**src/rtl/ils_pkg.sv**
```systemverilog
// Shared types, field widths and codes for the indexed list store.
package ils_pkg;

  localparam int KIND_W  = 2;
  localparam int POS_W   = 6;
  localparam int VAL_W   = 32;
  localparam int STAT_W  = 2;
  localparam int CNT_W   = 7;

  localparam logic [KIND_W-1:0] REQ_GET    = 2'd0;
  localparam logic [KIND_W-1:0] REQ_INDEX  = 2'd1;
  localparam logic [KIND_W-1:0] REQ_INSERT = 2'd2;
  localparam logic [KIND_W-1:0] REQ_ERASE  = 2'd3;

  localparam logic [STAT_W-1:0] ST_OK        = 2'd0;
  localparam logic [STAT_W-1:0] ST_RANGE     = 2'd1;
  localparam logic [STAT_W-1:0] ST_FULL      = 2'd2;
  localparam logic [STAT_W-1:0] ST_NOT_FOUND = 2'd3;

  typedef struct packed {
    logic [KIND_W-1:0]       req_type;
    logic [POS_W-1:0]        position;
    logic signed [VAL_W-1:0] item_value;
  } req_t;

  typedef struct packed {
    logic [STAT_W-1:0]       status;
    logic signed [VAL_W-1:0] read_value;
    logic [POS_W-1:0]        found_position;
    logic [CNT_W-1:0]        entry_count;
  } rsp_t;

  typedef struct packed {
    logic              load;
    logic              start_get;
    logic              start_srch;
    logic              start_ins;
    logic              start_era;
    logic              issue;
    logic              shift_wr;
    logic              ins_val;
    logic              era_fin;
    logic              set_res;
    logic [STAT_W-1:0] res_status;
    logic              push;
  } cmd_t;

  typedef struct packed {
    logic [KIND_W-1:0] kind;
    logic              full;
    logic              pos_ge_count;
    logic              pos_gt_count;
    logic              count_zero;
    logic              left_zero;
    logic              rd_pend;
    logic              match;
  } sts_t;

endpackage

```
**src/rtl/ils_if.sv**
```systemverilog
// Request and response channel interfaces for the indexed list store.
interface ils_req_if;
  import ils_pkg::*;
  logic valid;
  logic ready;
  req_t data;
  modport source (output valid, output data, input ready);
  modport sink (input valid, input data, output ready);
endinterface

interface ils_rsp_if;
  import ils_pkg::*;
  logic valid;
  logic ready;
  rsp_t data;
  modport source (output valid, output data, input ready);
  modport sink (input valid, input data, output ready);
endinterface

```
**src/rtl/ils_dpath.sv**
```systemverilog
// Datapath of the indexed list store: entry memory, count, walk counters and result register.
module ils_dpath #(
  parameter int CAPACITY   = 64,
  parameter int DATA_WIDTH = 32
) (
  input  logic          clk,
  input  logic          rst,
  input  ils_pkg::req_t req_data,
  input  ils_pkg::cmd_t cmd,
  output ils_pkg::sts_t sts,
  output ils_pkg::rsp_t rsp_data
);
  import ils_pkg::*;

  localparam int AW   = $clog2(CAPACITY);
  localparam int CW   = $clog2(CAPACITY + 1);
  localparam int CMPW = (CW > POS_W) ? CW + 1 : POS_W + 1;

  logic [DATA_WIDTH-1:0] mem [CAPACITY];

  logic [KIND_W-1:0]     kind_q;
  logic [POS_W-1:0]      pos_q;
  logic [DATA_WIDTH-1:0] val_q;
  logic [CW-1:0]         count;
  logic [AW-1:0]         idx;
  logic [CW-1:0]         left;
  logic [AW-1:0]         rd_addr;
  logic                  rd_pend;
  logic [DATA_WIDTH-1:0] rdata;
  logic [STAT_W-1:0]     res_status;

  logic                  rd_en;
  logic [AW-1:0]         rd_sel;
  logic                  wr_en;
  logic [AW-1:0]         wr_addr;
  logic [DATA_WIDTH-1:0] wr_data;
  logic [CMPW-1:0]       pos_ext;
  logic [CMPW-1:0]       cnt_ext;
  logic [DATA_WIDTH-1:0] in_val;
  logic [63:0]           rd_wide;

  assign pos_ext = CMPW'(pos_q);
  assign cnt_ext = CMPW'(count);
  // Input values are kept in the low DATA_WIDTH bits of their sign extension.
  assign in_val  = DATA_WIDTH'(64'($signed(req_data.item_value)));
  assign rd_wide = 64'($signed(rdata));

  assign sts.kind         = kind_q;
  assign sts.full         = (count == CW'(CAPACITY));
  assign sts.pos_ge_count = (pos_ext >= cnt_ext);
  assign sts.pos_gt_count = (pos_ext > cnt_ext);
  assign sts.count_zero   = (count == '0);
  assign sts.left_zero    = (left == '0);
  assign sts.rd_pend      = rd_pend;
  assign sts.match        = rd_pend && (rdata == val_q);

  always_comb begin
    rd_en   = 1'b0;
    rd_sel  = idx;
    wr_en   = 1'b0;
    wr_addr = rd_addr;
    wr_data = rdata;
    if (cmd.start_get) begin
      rd_en  = 1'b1;
      rd_sel = AW'(pos_q);
    end else if (cmd.issue && (left != '0)) begin
      rd_en = 1'b1;
    end
    if (cmd.shift_wr && rd_pend) begin
      wr_en   = 1'b1;
      wr_addr = (kind_q == REQ_INSERT) ? rd_addr + AW'(1) : rd_addr - AW'(1);
    end else if (cmd.ins_val) begin
      wr_en   = 1'b1;
      wr_addr = AW'(pos_q);
      wr_data = val_q;
    end
  end

  always_ff @(posedge clk) begin
    if (wr_en) begin
      mem[wr_addr] <= wr_data;
    end
    if (rd_en) begin
      rdata <= mem[rd_sel];
    end
  end

  always_ff @(posedge clk) begin
    if (cmd.load) begin
      kind_q <= req_data.req_type;
      pos_q  <= req_data.position;
      val_q  <= in_val;
    end
    if (rd_en) begin
      rd_addr <= rd_sel;
    end
    if (cmd.start_srch) begin
      idx  <= '0;
      left <= count;
    end else if (cmd.start_ins) begin
      idx  <= AW'(count - CW'(1));
      left <= CW'(cnt_ext - pos_ext);
    end else if (cmd.start_era) begin
      idx  <= AW'(pos_q) + AW'(1);
      left <= CW'(cnt_ext - pos_ext - CMPW'(1));
    end else if (cmd.issue && (left != '0)) begin
      idx  <= (kind_q == REQ_INSERT) ? idx - AW'(1) : idx + AW'(1);
      left <= left - CW'(1);
    end
    if (cmd.set_res) begin
      res_status <= cmd.res_status;
    end
    if (cmd.push) begin
      rsp_data.status         <= res_status;
      rsp_data.read_value     <= ((kind_q == REQ_GET) && (res_status == ST_OK)) ?
                                 rd_wide[VAL_W-1:0] : '0;
      rsp_data.found_position <= ((kind_q == REQ_INDEX) && (res_status == ST_OK)) ?
                                 POS_W'(rd_addr) : '0;
      rsp_data.entry_count    <= CNT_W'(count);
    end
  end

  always_ff @(posedge clk) begin
    if (rst) begin
      count   <= '0;
      rd_pend <= 1'b0;
    end else begin
      rd_pend <= rd_en;
      if (cmd.ins_val) begin
        count <= count + CW'(1);
      end else if (cmd.era_fin) begin
        count <= count - CW'(1);
      end
    end
  end

endmodule

```
**src/rtl/ils_ctrl.sv**
```systemverilog
// Controller state machine of the indexed list store.
module ils_ctrl (
  input  logic          clk,
  input  logic          rst,
  input  logic          req_valid,
  output logic          req_ready,
  input  logic          rsp_ready,
  output logic          rsp_valid,
  input  ils_pkg::sts_t sts,
  output ils_pkg::cmd_t cmd
);
  import ils_pkg::*;

  localparam logic [2:0] S_IDLE   = 3'd0;
  localparam logic [2:0] S_DECODE = 3'd1;
  localparam logic [2:0] S_GETW   = 3'd2;
  localparam logic [2:0] S_SRCH   = 3'd3;
  localparam logic [2:0] S_INS    = 3'd4;
  localparam logic [2:0] S_ERA    = 3'd5;
  localparam logic [2:0] S_RESULT = 3'd6;

  logic [2:0] state;
  logic [2:0] state_next;
  logic       rsp_valid_next;

  assign req_ready = (state == S_IDLE);

  always_comb begin
    cmd            = '0;
    state_next     = state;
    rsp_valid_next = rsp_valid && !rsp_ready;
    case (state)
      S_IDLE: begin
        if (req_valid) begin
          cmd.load   = 1'b1;
          state_next = S_DECODE;
        end
      end
      S_DECODE: begin
        cmd.set_res = 1'b1;
        state_next  = S_RESULT;
        case (sts.kind)
          REQ_GET: begin
            if (sts.pos_ge_count) begin
              cmd.res_status = ST_RANGE;
            end else begin
              cmd.res_status = ST_OK;
              cmd.start_get  = 1'b1;
              state_next     = S_GETW;
            end
          end
          REQ_INDEX: begin
            if (sts.count_zero) begin
              cmd.res_status = ST_NOT_FOUND;
            end else begin
              cmd.set_res    = 1'b0;
              cmd.start_srch = 1'b1;
              state_next     = S_SRCH;
            end
          end
          REQ_INSERT: begin
            if (sts.full) begin
              cmd.res_status = ST_FULL;
            end else if (sts.pos_gt_count) begin
              cmd.res_status = ST_RANGE;
            end else begin
              cmd.set_res   = 1'b0;
              cmd.start_ins = 1'b1;
              state_next    = S_INS;
            end
          end
          default: begin
            if (sts.pos_ge_count) begin
              cmd.res_status = ST_RANGE;
            end else begin
              cmd.set_res   = 1'b0;
              cmd.start_era = 1'b1;
              state_next    = S_ERA;
            end
          end
        endcase
      end
      S_GETW: begin
        state_next = S_RESULT;
      end
      S_SRCH: begin
        // Stop reading on a hit so that the matching address stays put.
        if (sts.match) begin
          cmd.set_res    = 1'b1;
          cmd.res_status = ST_OK;
          state_next     = S_RESULT;
        end else if (sts.left_zero) begin
          cmd.set_res    = 1'b1;
          cmd.res_status = ST_NOT_FOUND;
          state_next     = S_RESULT;
        end else begin
          cmd.issue = 1'b1;
        end
      end
      S_INS: begin
        cmd.issue    = 1'b1;
        cmd.shift_wr = 1'b1;
        if (sts.left_zero && !sts.rd_pend) begin
          cmd.ins_val    = 1'b1;
          cmd.set_res    = 1'b1;
          cmd.res_status = ST_OK;
          state_next     = S_RESULT;
        end
      end
      S_ERA: begin
        cmd.issue    = 1'b1;
        cmd.shift_wr = 1'b1;
        if (sts.left_zero && !sts.rd_pend) begin
          cmd.era_fin    = 1'b1;
          cmd.set_res    = 1'b1;
          cmd.res_status = ST_OK;
          state_next     = S_RESULT;
        end
      end
      S_RESULT: begin
        if (!rsp_valid || rsp_ready) begin
          cmd.push       = 1'b1;
          rsp_valid_next = 1'b1;
          state_next     = S_IDLE;
        end
      end
      default: begin
        state_next = S_IDLE;
      end
    endcase
  end

  always_ff @(posedge clk) begin
    if (rst) begin
      state     <= S_IDLE;
      rsp_valid <= 1'b0;
    end else begin
      state     <= state_next;
      rsp_valid <= rsp_valid_next;
    end
  end

endmodule

```
**src/rtl/indexed_list_store.sv**
```systemverilog
// Top level of the indexed list store: a fixed-capacity ordered list of signed words.
//
//   Channel  Dir  Payload                                            Handshake
//   req      in   req_type, position, item_value                     valid/ready
//   rsp      out  status, read_value, found_position, entry_count    valid/ready
//
// One request is taken at a time. Index-of, insert and erase walk through the
// single-write, single-read entry memory one entry per cycle.
// Reset clears the count and the control state; the entries themselves are not cleared,
// and only positions below the count are ever read.
// The result waits in the output register while the next request is accepted and
// processed; a new result is loaded only once the previous one has been taken.
module indexed_list_store #(
  parameter int CAPACITY   = 64,
  parameter int DATA_WIDTH = 32
) (
  input logic     clk,
  input logic     rst,
  ils_req_if.sink   req,
  ils_rsp_if.source rsp
);
  import ils_pkg::*;

  cmd_t cmd;
  sts_t sts;

  // The controller sequences each request: it checks the request against the count and
  // position, then, unless that check fails, runs the memory read or walk that the request
  // kind calls for, and finally loads the output register.
  ils_ctrl u_ctrl (
    .clk       (clk),
    .rst       (rst),
    .req_valid (req.valid),
    .req_ready (req.ready),
    .rsp_ready (rsp.ready),
    .rsp_valid (rsp.valid),
    .sts       (sts),
    .cmd       (cmd)
  );

  // The datapath holds the entries, the count, the walk counters and the result
  // register. Insert copies entries upward from the top of the list, erase copies them
  // downward from just above the removed position, and index-of compares each entry
  // read against the searched value as it comes out of the memory.
  ils_dpath #(
    .CAPACITY   (CAPACITY),
    .DATA_WIDTH (DATA_WIDTH)
  ) u_dpath (
    .clk      (clk),
    .rst      (rst),
    .req_data (req.data),
    .cmd      (cmd),
    .sts      (sts),
    .rsp_data (rsp.data)
  );

endmodule
```
**src/flat_wrapper.sv**
```systemverilog
// flat-port wrapper written by rule: the top's interface ports become plain ports
module indexed_list_store_flat import ils_pkg::*;
#(
  parameter int CAPACITY   = 64,
  parameter int DATA_WIDTH = 32
)
  (clk, rst, req_valid, req_data, req_ready, rsp_valid, rsp_data, rsp_ready);
  ils_req_if req_i ();
  ils_rsp_if rsp_i ();
  input logic clk;
  input logic rst;
  input wire logic [$bits(req_i.valid)-1:0] req_valid;
  input wire logic [$bits(req_i.data)-1:0] req_data;
  output wire logic [$bits(req_i.ready)-1:0] req_ready;
  output wire logic [$bits(rsp_i.valid)-1:0] rsp_valid;
  output wire logic [$bits(rsp_i.data)-1:0] rsp_data;
  input wire logic [$bits(rsp_i.ready)-1:0] rsp_ready;
  assign req_i.valid = req_valid;
  assign req_i.data = req_data;
  assign req_ready = req_i.ready;
  assign rsp_valid = rsp_i.valid;
  assign rsp_data = rsp_i.data;
  assign rsp_i.ready = rsp_ready;
  indexed_list_store #(.CAPACITY(CAPACITY), .DATA_WIDTH(DATA_WIDTH)) u_core (.clk(clk), .rst(rst), .req(req_i), .rsp(rsp_i));
endmodule
```
**config.mk**
```make
export PLATFORM = sky130hd
export DESIGN_NAME = indexed_list_store_flat
export DESIGN_NICKNAME = d
export VERILOG_FILES = /design/src/rtl/ils_pkg.sv /design/src/rtl/ils_if.sv /design/src/rtl/ils_dpath.sv /design/src/rtl/ils_ctrl.sv /design/src/rtl/indexed_list_store.sv /design/src/flat_wrapper.sv
export SDC_FILE = /design/constraint.sdc
export NUM_CORES = 2
export LEC_CHECK = 0
export ABC_AREA = 1
export BUFFER_PORTS_ARGS = -buffer_cell sky130_fd_sc_hd__buf_4
export CELL_PAD_IN_SITES_DETAIL_PLACEMENT = 1
export CELL_PAD_IN_SITES_GLOBAL_PLACEMENT = 1
export CORE_ASPECT_RATIO = 0.75
export CORE_MARGIN = 2
export CORE_UTILIZATION = 51
export CTS_CLUSTER_DIAMETER = 40
export DETAILED_ROUTE_END_ITERATION = 6
export PLACE_DENSITY = 0.81
export SLEW_MARGIN = 25
export SYNTH_ARGS = -nofsm -noshare
export SYNTH_HDL_FRONTEND = slang
export SYNTH_SLANG_ARGS = --single-unit
export TNS_END_PERCENT = 50
```
**constraint.sdc**
```tcl
create_clock -name clk -period 5.5 [get_ports clk]
set_input_delay 0.825 -clock clk [delete_from_list [all_inputs] [get_ports clk]]
set_output_delay 0.825 -clock clk [all_outputs]
set_load 0.005 [all_outputs]
```
Yosys cells after proc, flatten, opt, wreduce, memory -nomap -nowiden
Memory sizes are Yosys's and may differ from the RTL's. A register that Yosys moved wholly into a read port is not among the register bits. Cells that the tools add are included.

Flip-flop bits (word level): 120. RAM bits: 2048. Input bits: 44. Word-level logic and storage cells: 136. Memories kept: 1.

Memories: u_core.u_dpath.mem (words 64, bits a word 32, read ports 1, clocked after Yosys merged registers in 1, wr ports 1, line ils_dpath.sv:19) `logic [DATA_WIDTH-1:0] mem [CAPACITY];`.

$add $sub $neg: 10. Order comparisons: 2. Equal/unequal tests: 14. Muxes and demuxes: 71. Reduce and logical (&&, ||, !) cells: 23.

Operator list (number): $mux 32 (2); $mux 6 (8); $mux 7 (6); $eq 32x32->1 (1); $mux 1 (32); $mux 3 (10); $sub 7x1->7 const B (3); $add 6x1->6 const B (3); $pmux 3 s6 (1); $logic_not 7->1 (2); $pmux 3 s4 (1); $sub 6x1->6 const B (2); $mux 2 (5); $eq 3x3->1 const B (3); $pmux 3 s3 (1); $mux 4 (2); $add 7x1->7 const B (1); $eq 7x7->1 const B (1); $ge 6x7->1 (1); $gt 6x7->1 (1); $logic_and 1x1->1 (7); $reduce_bool 7->1 (1); $sub 7x6->7 (1); $eq 3x2->1 const B (2); other kinds (19) (23).

Depth between registers and ports, before layout
Word-level depth: 9. Mapped depth: 20. Mapped depth without buffers: 19.

Hierarchy
A second synthesis with hierarchy kept.

Cell total of the unflattened synthesis: 7717. Area, all modules: 92640.1 um2.

Modules (own cells, without submodules): ils_dpath (times used 1, cells an instance 7616, area an instance 92070.8 um2, sequential area each 65803.1 um2); ils_ctrl (times used 1, cells an instance 101, area an instance 569.3 um2, sequential area each 80.1 um2).

Least setup slack after synthesis
OpenSTA, ideal clock, no wires.

Kind: register to register. From: register u_core.u_dpath.kind_q[0]. To: memory u_core.u_dpath.mem[32][0] (enable). Setup time: 0.421 ns. Data arrival time: 4.245 ns. Path slack: 0.833 ns. Stages on the path, launching flop included: 14. Cell sequence: edfxtp_1 -> inv_1 -> ha_1 -> inv_1 -> ha_1 -> nand3_1 -> and2_1 -> or2_2 -> nand2_1 -> a21oi_1 -> or2_2 -> a31oi_1 -> nand3_1 -> nor2_1.

Longest elaborated chain between the ends: 3.

Ends and longest elaborated chain: from (decl) (line ils_dpath.sv:21) `logic [KIND_W-1:0] kind_q;`; from (signal assigned) (line ils_dpath.sv:90) `kind_q <= req_data.req_type;`; $eq 2x2->1 (line ils_dpath.sv:71) `wr_addr = (kind_q == REQ_INSERT) ? rd_addr + AW'(1) : rd_addr - AW'(1);`; $mux 6 (line ils_dpath.sv:71); $mux 6 (line ils_dpath.sv:69) `if (cmd.shift_wr && rd_pend) begin`; to (decl) (line ils_dpath.sv:19).

No other way between the ends.

Worst setup path after layout
From: register u_core.u_dpath.count[0]. To: register u_core.u_dpath.rdata[12], read port of u_core.u_dpath.mem (data pin).

Longest elaborated chain between the ends: 5.

Ends and longest elaborated chain: from (decl) (line ils_dpath.sv:24) `logic [CW-1:0] count;`; from (signal assigned) (line ils_dpath.sv:130) `count <= count + CW'(1);`; from (signal assigned) (line ils_dpath.sv:132) `count <= count - CW'(1);`; $ge 6x7->1 (*) (line ils_dpath.sv:50) `assign sts.pos_ge_count = (pos_ext >= cnt_ext);`; $mux 1 (*) (line ils_ctrl.sv:44) `if (sts.pos_ge_count) begin`; $mux 1 (*) (line ils_ctrl.sv:42) `case (sts.kind)`; $mux 4 (*) (line ils_ctrl.sv:32) `case (state)`; $mux 6 or $mux 1 (tied branches) (line ils_dpath.sv:63) `if (cmd.start_get) begin`; to (decl) (line ils_dpath.sv:29) `logic [DATA_WIDTH-1:0] rdata;`.

Mark *: on every way between the ends. The rest lies on a longest branch, timed or not. A chain may end at the register's enable or synchronous reset.

==> impl_summary.txt <==
----------------------------------------------------
[Drt]
  Total iterations of the first detailed-routing run ... 6
  Vias ... 74450
  Wirelength per Cell ... 29.1 um
  Final wirelength ... 355000 um
  Vias per Instance ... 6.09
  Number of nets with antenna violations after routing ... 0
  DRC violation count after routing ... 0
  Initial DRC Count ... 10324

[CTS]
  CTS sink cnt ... 2200
  Latest clock arrival within the worst-skew pair ... 0.90 ns
  Clock-pin slew on the worst setup and hold paths ... 0.06 ns
  Clock root buffer master ... sky130_fd_sc_hd__clkbuf_16
  Depth of the CTS H-tree ... 4
  Number of clock buffers inserted by TritonCTS ... 233
  Clock tree from TritonCTS ... built
  Gates resized, CTS repair ... 0
  CTS Hold Bufs ... 0
  CTS max path bufs ... 3
  Setup bufs post-CTS ... 0

[Critical path]
  Category of the critical setup timing path ... register to register
  Startpoint type of the worst setup path ... register
  Largest fanout on the critical path ... 67
  Crit path buffers/inverters ... 4
  CP arrival ... 5.44 ns
  Critical Path Most Common Cell ... sky130_fd_sc_hd__nand3_1
  Kind of end point of the critical path ... register
  Delay contributed by the slowest stage of the critical path ... 0.42 ns
  Critical-path top delay cell ... sky130_fd_sc_hd__nand3_1
  Number of cells on the critical path ... 17
  Worst reg-to-reg path cell count ... 17
  Worst path top cell family by delay ... simple AND/OR/NAND/NOR gates
  Ordered list of cells on the worst path ... clkinv_1 -> ha_1 -> nand2_1 -> nand3b_2 -> nand3_4 -> nand2_8 -> nand2_8 -> buf_4 -> buf_12 -> buf_4 -> nand2_1 -> nand3_1 -> nand3_1 -> nand3_1 -> nand3_1 -> nand3_1 -> nand2_1
  Required arrival time at the worst endpoint ... 6.12 ns

[GRT]
  Number of global-route vias before repair ... 78834
  Number of antenna violations at the first check in global routing ... 15
  Residual overflow from global routing ... 0
  Pin count of the biggest net entering global routing ... 129
  Total routing resource utilization after global routing ... 0.362
  First-pass GRT wire length ... 515000 um

[Synthesis]
  Mean instance size in the synthesized netlist ... 10.4 um^2
  Async set-reset flop share out of synthesis ... 0
  Number of enable flip-flop cells after synthesis ... 2182
  Count of distinct cell types in the synthesized netlist ... 50
  Seq cells post-synth ... 2200
  Post-Syn Nets ... 9416
  Share of the yosys chip area belonging to registers ... 0.677
  Dominant synthesized flop cell ... sky130_fd_sc_hd__edfxtp_1
  Count of warnings emitted by yosys ... 0
  Netlist Area Pre-Place ... 0.0974 mm^2
  Cells after Synth ... 9346

[Timing]
  Crit share post-route ... 0.876
  Setup TNS ... 0 ns
  Slew of the pin with the lowest slew margin ... 1.16 ns
  Minimum setup slack in the final design ... 0.681 ns
  Max-slew headroom ... 0.225
  Final setup violating endpoints ... 0
  Unrepaired setup endpoints after global routing ... false
  Maximum clock frequency ... 207 MHz
  Setup skew after layout ... 0.0618 ns
  Final count of hold timing violations ... 0
  Minimum clock period ... 4.82 ns
  Number of pins exceeding their max-slew limit in the final report ... 0

[Floorplanning]
  DIE HEIGHT ... 382 um
  Total die area ... 0.194 mm^2
  X dimension of the die ... 509 um
  # rows ... 138
  Placeable Area ... 0.189 mm^2
  Initial core utilization ... 0.515
  IO Pins ... 93

[Final layout]
  Layout-stage area growth over the synthesis result ... 13.8%
  Most frequent standard cell in the layout excluding fill and tap cells ... sky130_fd_sc_hd__edfxtp_1
  Number of nets in the finished design ... 9573
  Commonest non-fill, non-tap cells in the layout ... sky130_fd_sc_hd__edfxtp_1, sky130_fd_sc_hd__nand2_1, sky130_fd_sc_hd__nand3_1
  Fillers ... 19966
  Ratio of cells with drive above 1 in the final layout ... 0.0905

[Place]
  Number of input and output port buffers inserted ... 92
  Global placer's final weighted congestion ... 0.930
  Worst setup slack after placement ... 0.868 ns
  Estimated wirelength of the detail-placed design ... 211000 um

[Power and ir drop]
  Power per cell area ... 548 mW/mm^2
  Leakage ... 46.3 nW
  Worst-case vdd ir drop ... 454 uV

[Run]
  Max-Cap Viols ... 0

[Min path]
  Instance count along the most critical hold path ... 1
  Worst Hold Class ... input pin to register

[Status]
  Outcome ... complete, no violations

----------------------------------------------------
==> cells in the mapped netlist, types with 8 or more instances <==
| cell | number | area [um^2] |
|---|---|---|
| sky130_fd_sc_hd__nand4_1 | 21 | 131 |
| sky130_fd_sc_hd__a21oi_1 | 31 | 155 |
| sky130_fd_sc_hd__nand3_1 | 2011 | 10100 |
| sky130_fd_sc_hd__ha_1 | 23 | 288 |
| sky130_fd_sc_hd__o21ai_0 | 81 | 405 |
| sky130_fd_sc_hd__xor2_1 | 23 | 201 |
| sky130_fd_sc_hd__o22ai_1 | 10 | 62.6 |
| sky130_fd_sc_hd__o211ai_1 | 8 | 60.1 |
| sky130_fd_sc_hd__nand2_1 | 2159 | 8100 |
| sky130_fd_sc_hd__buf_6 | 33 | 372 |
| sky130_fd_sc_hd__nor3_1 | 17 | 85.1 |
| sky130_fd_sc_hd__buf_1 | 16 | 60.1 |
| sky130_fd_sc_hd__nand3b_1 | 161 | 1210 |
| sky130_fd_sc_hd__inv_1 | 1894 | 7110 |
| sky130_fd_sc_hd__clkbuf_1 | 78 | 293 |
| sky130_fd_sc_hd__edfxtp_1 | 2182 | 65500 |
| sky130_fd_sc_hd__nor2_1 | 166 | 623 |
| sky130_fd_sc_hd__buf_2 | 351 | 1760 |
| sky130_fd_sc_hd__dfxtp_1 | 18 | 360 |
==> flip-flops by register name (all words and copies together), names as in the netlist <==
register,cells
u_core.u_dpath.mem,2048
u_core.u_dpath.rd_pend,1
u_core.u_dpath.res_status,2
u_core.u_dpath.idx,6
u_core.u_dpath.kind_q,2
u_core.u_dpath.rsp_data,47
u_core.u_ctrl.state,3
u_core.u_dpath.pos_q,6
u_core.u_dpath.val_q,32
u_core.u_dpath.rd_addr,6
u_core.u_dpath.rdata,32
u_core.u_dpath.left,7
u_core.u_dpath.count,7
u_core.u_ctrl.rsp_valid,1
==> cells by family (layout without fill, tap and decap cells) <==
family,count (synthesis),after routing,synth area share
other,0,8,0
and+or+nand+nor,4559,4559,0.210
buffers and inverters,2384,2735,0.0991
adders and majority gates,26,26,0.00357
AOI/OAI and AO/OA,150,150,0.00878
xor gates and xnor gates,27,27,0.00243
DFF,2200,2200,0.677
==> cell type report <==
cell class                 count  area, um^2  area share
antenna                        8        20.0    0.000181
multi-input combinational   4762       22800       0.206
inverter                    1902        7150      0.0646
clock inverter               157        1370      0.0124
timing repair buffer         404        4360      0.0393
tap                         2520        3150      0.0285
clock buffer                 272        6040      0.0545
sequential                  2200       65900       0.595
==> path summary, 6_finish.rpt <==
| kind | start | endpoint | slack (ns) |
|---|---|---|---|
| hold reg to reg | u_core.u_dpath.res_status[0]$_DFFE_PP_ | u_core.u_dpath.rsp_data[45]$_DFFE_PP_ | 0.50 |
| setup reg to reg | u_core.u_dpath.count[0]$_SDFFE_PP0P_ | u_core.u_dpath.rdata[12]$_DFFE_PP_ | 0.68 |
| setup / recovery | u_core.u_dpath.count[0]$_SDFFE_PP0P_ | u_core.u_dpath.rdata[12]$_DFFE_PP_ | 0.68 |
| hold / removal | req_data[6] | u_core.u_dpath.val_q[6]$_DFFE_PP_ | 0.12 |
==> routing by layer <==
layer  GRT usage  vias up  routed length, um
li1            -    30957                  -
met1       0.468    37543             131000
met2       0.567     4917             162000
met3      0.0890     1025              42000
met4       0.189        8              19800
met5           0        -                 53
==> per-stage QoR <==
step	total power [W]	area (um^2)	hold slack (ns)	utilization	std cells
global placement	0.0431	103000	0.467	0.546	11784
floorplan	0.0341	97400	0.426	-	9346
detailed placement	0.0442	103000	0.468	0.546	11786
CTS	0.0599	111000	0.0841	0.585	12215
finish	0.0607	111000	0.115	0.585	12225
global route	0.0623	111000	0.0914	0.585	12219
==> worst register-to-register path: cells and delay by family (launching register included) <==
kind / cells / cell delay (ns)
fa+ha+maj: 1 / 0.42
buf+inv: 4 / 1.19
simple gates: 12 / 2.58
flops: 1 / 0.38
==> report_power, final <==
part           internal, W  switching (W)  leakage (nW)
Clock              0.00852        0.00708          3.61
Combinational      0.00544         0.0178          22.9
Sequential          0.0213       0.000599          19.8
Total               0.0352         0.0255          46.3
Note: power is estimated with default switching activity, not from simulation.
